**src/hw/rtl/asd_pkg.sv**
```systemverilog
// ----------------------------------------------------------------------------
// asd_pkg
// Shared types, codes and default constants of the arithmetic symbol decoder.
// ----------------------------------------------------------------------------
package asd_pkg;

  // Default configuration of the decoder.
  localparam int CODE_BITS_DEF   = 16;
  localparam int NUM_SYMBOLS_DEF = 257;
  localparam int FREQ_BITS_DEF   = 14;
  localparam int QUEUE_BITS_DEF  = 64;
  localparam int BYTE_BITS       = 8;

  // Request codes.
  typedef enum logic [1:0] {
    REQ_LOAD    = 2'd0,
    REQ_RESTART = 2'd1,
    REQ_APPEND  = 2'd2,
    REQ_DECODE  = 2'd3
  } req_e_t;

  // Status codes.
  localparam logic [1:0] ST_OK  = 2'd0;
  localparam logic [1:0] ST_UFL = 2'd1;
  localparam logic [1:0] ST_OVF = 2'd2;

  // Input transaction.
  typedef struct packed {
    logic [1:0]  req_type;
    logic [8:0]  table_index;
    logic [13:0] table_value;
    logic [7:0]  data_byte;
  } in_t;

  // Result transaction.
  typedef struct packed {
    logic [8:0] symbol;
    logic       symbol_valid;
    logic [1:0] status;
    logic [6:0] bits_queued;
  } out_t;

  // Classified command handed from the front end to the back end.
  typedef struct packed {
    req_e_t      op;
    logic        idx_ok;
    logic [8:0]  table_index;
    logic [13:0] table_value;
    logic [7:0]  data_byte;
  } cmd_t;

  // Back-end sequencer states.
  typedef enum logic [3:0] {
    S_IDLE,
    S_HDR,
    S_TOT_RD,
    S_TOT_CHK,
    S_MUL_CUM,
    S_DIV_CUM,
    S_SRCH_RD,
    S_SRCH_CMP,
    S_MUL_HI,
    S_DIV_HI,
    S_MUL_LO,
    S_DIV_LO,
    S_RENORM,
    S_DONE
  } state_t;

endpackage

```
**src/hw/rtl/asd_front.sv**
```systemverilog
// ----------------------------------------------------------------------------
// asd_front
// Accepts input transactions, classifies them and holds them in a two-entry
// queue for the back end.
// ----------------------------------------------------------------------------
module asd_front #(
  parameter int NUM_SYMBOLS = asd_pkg::NUM_SYMBOLS_DEF
) (
  input  logic          clk,
  input  logic          rst_n,
  input  logic          in_valid,
  output logic          in_stall,
  input  asd_pkg::in_t  in_data,
  output logic          cmd_valid,
  input  logic          cmd_pop,
  output asd_pkg::cmd_t cmd
);
  import asd_pkg::*;

  cmd_t       slot_r [2];
  logic       wr_ptr_r, wr_ptr_nxt;
  logic       rd_ptr_r, rd_ptr_nxt;
  logic [1:0] cnt_r, cnt_nxt;
  logic       push;
  logic       pop;
  cmd_t       cls;

  // Classify the incoming transaction.
  always_comb begin
    cls.op          = req_e_t'(in_data.req_type);
    cls.idx_ok      = (32'(in_data.table_index) <= NUM_SYMBOLS);
    cls.table_index = in_data.table_index;
    cls.table_value = in_data.table_value;
    cls.data_byte   = in_data.data_byte;
  end

  assign in_stall  = (cnt_r == 2'd2);
  assign push      = in_valid && !in_stall;
  assign cmd_valid = (cnt_r != 2'd0);
  assign pop       = cmd_pop && cmd_valid;
  assign cmd       = slot_r[rd_ptr_r];

  // Queue pointers and fill level.
  always_comb begin
    wr_ptr_nxt = push ? !wr_ptr_r : wr_ptr_r;
    rd_ptr_nxt = pop ? !rd_ptr_r : rd_ptr_r;
    cnt_nxt    = cnt_r + {1'b0, push} - {1'b0, pop};
  end

  always_ff @(posedge clk) begin
    if (!rst_n) begin
      wr_ptr_r <= 1'b0;
      rd_ptr_r <= 1'b0;
      cnt_r    <= 2'd0;
    end else begin
      wr_ptr_r <= wr_ptr_nxt;
      rd_ptr_r <= rd_ptr_nxt;
      cnt_r    <= cnt_nxt;
    end
  end

  // Queue storage.
  always_ff @(posedge clk) begin
    if (push) begin
      slot_r[wr_ptr_r] <= cls;
    end
  end

endmodule

```
**config.mk**
```make
export PLATFORM = sky130hd
export DESIGN_NAME = asd_front
export DESIGN_NICKNAME = d
export VERILOG_FILES = /design/src/hw/rtl/asd_pkg.sv /design/src/hw/rtl/asd_front.sv
export SDC_FILE = /design/constraint.sdc
export NUM_CORES = 1
export LEC_CHECK = 0
export BUFFER_PORTS_ARGS = -buffer_cell sky130_fd_sc_hd__buf_4
export CELL_PAD_IN_SITES_DETAIL_PLACEMENT = 0
export CELL_PAD_IN_SITES_GLOBAL_PLACEMENT = 1
export CORE_MARGIN = 8
export CORE_UTILIZATION = 45
export CTS_BUF_LIST = sky130_fd_sc_hd__clkbuf_8
export CTS_CLUSTER_DIAMETER = 100
export DETAILED_ROUTE_END_ITERATION = 10
export GPL_TIMING_DRIVEN = 1
export PLACE_DENSITY = 0.88
export SYNTH_ARGS = -nofsm -noshare
export SYNTH_HDL_FRONTEND = slang
export SYNTH_SLANG_ARGS = --single-unit
```
**constraint.sdc**
```tcl
create_clock -name clk -period 5.4 [get_ports clk]
set_input_delay 0 -clock clk [delete_from_list [all_inputs] [get_ports clk]]
set_output_delay 0 -clock clk [all_outputs]
set_load 0.01 [all_outputs]
```
==> results.yml <==
critical_path:
  worst_ep_required_time_ns: 5.40
  reg2reg_depth: 3
  crit_path_end_kind: "output pin"
  endpoint: "cmd[20]"
  crit_path_max_fanout: 24
  start_kind: "flip-flop"
  r2r-start: "cnt_r[0]"
  cp.arrival_ns: 1.88
  reg2reg_to: "slot_r[0][14]"
  critPathKind: "reg2out"
  r2r_setup_slack_ns: 3.59
grt:
  antenna_found_initial: 0
  track_usage_pct: 12.0
  grt_busiest_layer: "met2"
  grtUsageMet3_pct: 4.49
  grt.overflow.total: 0
  grt_pass1_wl_mm: 7.96
  met2_usage_pct: 19.8
  grt_start_max_net_pins: 35
  grt_pass1_vias: 1651
  use_met1_pct: 13.0
status:
  status: "completed"
final_layout:
  diodes: 0
  area_growth_pct: 42.3
  fillers: 410
  multiInputGateArea_um2: 542
  final_cell_mix: "buf_4 (73), edfxtp_1 (68), dlygate4sd3_1 (34)"
  utilization_pct: 65.8
  drive_gt1_share_pct: 48.0
  regArea_um2: 2140
  nNetsFinal: 287
  layout_commonest_cell: "buf_4"
sta:
  fin_setup_tns_ns: 0
  rsz0062_at_grt: "no"
  relSlewSlack_pct: 36.4
  tightest_slew_ns: 0.952
  post-route-min-period_ns: 1.88
  fmax_ghz: 0.532
  fin_skew_ns: 0.00395
  slew_violations: 0
  fin_crit_sh_pct: 34.8
  setup_viol: 0
  finalHoldViolCount: 0
synthesis:
  yosysSeqAreaShare_pct: 79.1
  synth_adder_area_share_pct: 0.925
  synth_cell_types: 19
  syn_nets: 173
  synth_area_um2: 2710
  yosys.area_share.simple_pct: 2.40
  ys_warn_count: 0
  syn_avg_cell_area_um2: 20.2
  synth.ff_latch_count: 73
  synth_top_family_by_area: "multiplexers"
  synth_xor_area_share_pct: 0.971
  synthMuxAreaShare_pct: 14.5
  synth_compound_area_share_pct: 0.878
  post_synth_inst_count: 134
placement:
  dpl.hpwl_mm: 3.43
  gp_congestion: 0.678
  port_buffers: 72
die:
  rows: 28
  core-area_um2: 5850
  die_x_um: 93.6
  fp.dieH_um: 93.6
  die_area_um2: 8750
  ios: 73
  initial_core_util_pct: 46.3
clock_network:
  numCtsBuffers: 9
  clock_sinks: 73
  cts_buffer_depth: 2
  post_cts_resized: 0
  root_buffer: "clkbuf_8"
  ctsHtreeMaxLevel: 3
  clk_pin_slew_ns: 0.06
  clock_latency_ns: 0.32
  cts_tree: "yes"
drt:
  drt_first_pass_iters: 4
  final_antenna_net_count: 0
  drt_wl_total_mm: 5.20
  vias: 1532
  drc_errors: 0
  via_per_inst: 4.69
  wl_per_cell_um: 15.9
  drt-initial-drc-count: 31
power_and_ir_drop:
  ir_drop_mv: 0.223
  p_leak_nw: 1.48
  fin_total_pwr_mw: 1.55
  p_per_area_nw_per_um2: 404
flow_run:
  cap_violations: 0
min_path:
  hold_class: "in2reg"
layer usage:
metal | share of wire (%) | routed length, um
met2 | 51 | 2640
met3 | 7.1 | 370
met5 | 0 | 0
met4 | 1.5 | 78
met1 | 41 | 2110
stage by stage:
step                std cells  worst slack (ns)  hold WS (ns)  cell area (um^2)
floorplan                 134              2.96        0.0989              2710
global placement          278              3.61         0.187              3340
detailed placement        278              3.53         0.189              3340
CTS                       327              3.46        0.0570              3850
global route              327              3.39        0.0819              3850
finish                    327              3.52        0.0717              3850
logic make-up (layout without fill, tap and decap cells):
| family | Yosys count | count (layout) |
|---|---|---|
| and+or+nand+nor | 12 | 12 |
| DFF | 73 | 73 |
| muxes | 35 | 35 |
| buffers and inverters | 7 | 125 |
| adders and majority gates | 2 | 2 |
| xor gates and xnor gates | 3 | 3 |
| AOI/OAI and AO/OA | 2 | 2 |
sequential cells by signal (all words and copies together) (netlist names), named ones only:
name and flops:
cnt_r 2, rd_ptr_r 1, slot_r 68, wr_ptr_r 1
layout make-up:
class | count | share of cell area, %
clock buffer | 9 | 3.22
tap | 75 | 2.44
multi-input combinational | 54 | 14.1
sequential | 73 | 55.6
timing repair buffer | 107 | 23.1
inverter | 3 | 0.292
clock inverter | 6 | 1.33
worst max-delay path, cell delays in order, from the launching register on:
cell and delay [ns]:
dfxtp_1 0.60, buf_4 0.41, mux2_2 0.39, buf_4 0.15
what timing repair did:
action / CTS / global route
hold buffers: 34 / 0
endpoints found under the hold margin: 73 / 0
buffers inserted: 0 / 0
how the worst min path moves through the flow:
stage | startpoint | to | slack [ns] | cells past startpoint
after floorplan | in_data[0] | slot_r[0][0] | 0.1 | 0
after global placement | in_data[15] | slot_r[1][15] | 0.19 | 1
after detailed placement | in_data[16] | slot_r[1][16] | 0.19 | 1
after CTS | in_valid | wr_ptr_r | 0.06 | 3
after global routing | in_valid | wr_ptr_r | 0.08 | 3
final | in_valid | wr_ptr_r | 0.07 | 3
cell usage after synthesis:
| library cell | n | area, um^2 |
|---|---|---|
| nor2_1 | 4 | 15.0 |
| and3_1 | 1 | 6.26 |
| nand2b_1 | 2 | 12.5 |
| and2_1 | 1 | 6.26 |
| xnor2_1 | 2 | 17.5 |
| mux2_2 | 31 | 349 |
| buf_2 | 4 | 20.0 |
| nand2_1 | 2 | 7.51 |
| inv_1 | 3 | 11.3 |
| dfxtp_1 | 5 | 100 |
| mux2_1 | 3 | 33.8 |
| ha_1 | 2 | 25.0 |
| o21a_1 | 1 | 7.51 |
| mux2i_1 | 1 | 10.0 |
| edfxtp_1 | 68 | 2040 |
| or2_2 | 1 | 6.26 |
| or4_4 | 1 | 11.3 |
| xor2_1 | 1 | 8.76 |
| o41ai_2 | 1 | 16.3 |
power breakdown:
| part | internal [mW] | total (mW) | switching (mW) | leakage [nW] |
|---|---|---|---|---|
| registers | 0.713 | 0.745 | 0.0317 | 0.677 |
| logic | 0.238 | 0.435 | 0.197 | 0.713 |
| clock network | 0.204 | 0.375 | 0.171 | 0.0951 |
(Power assumes the default switching activity.)
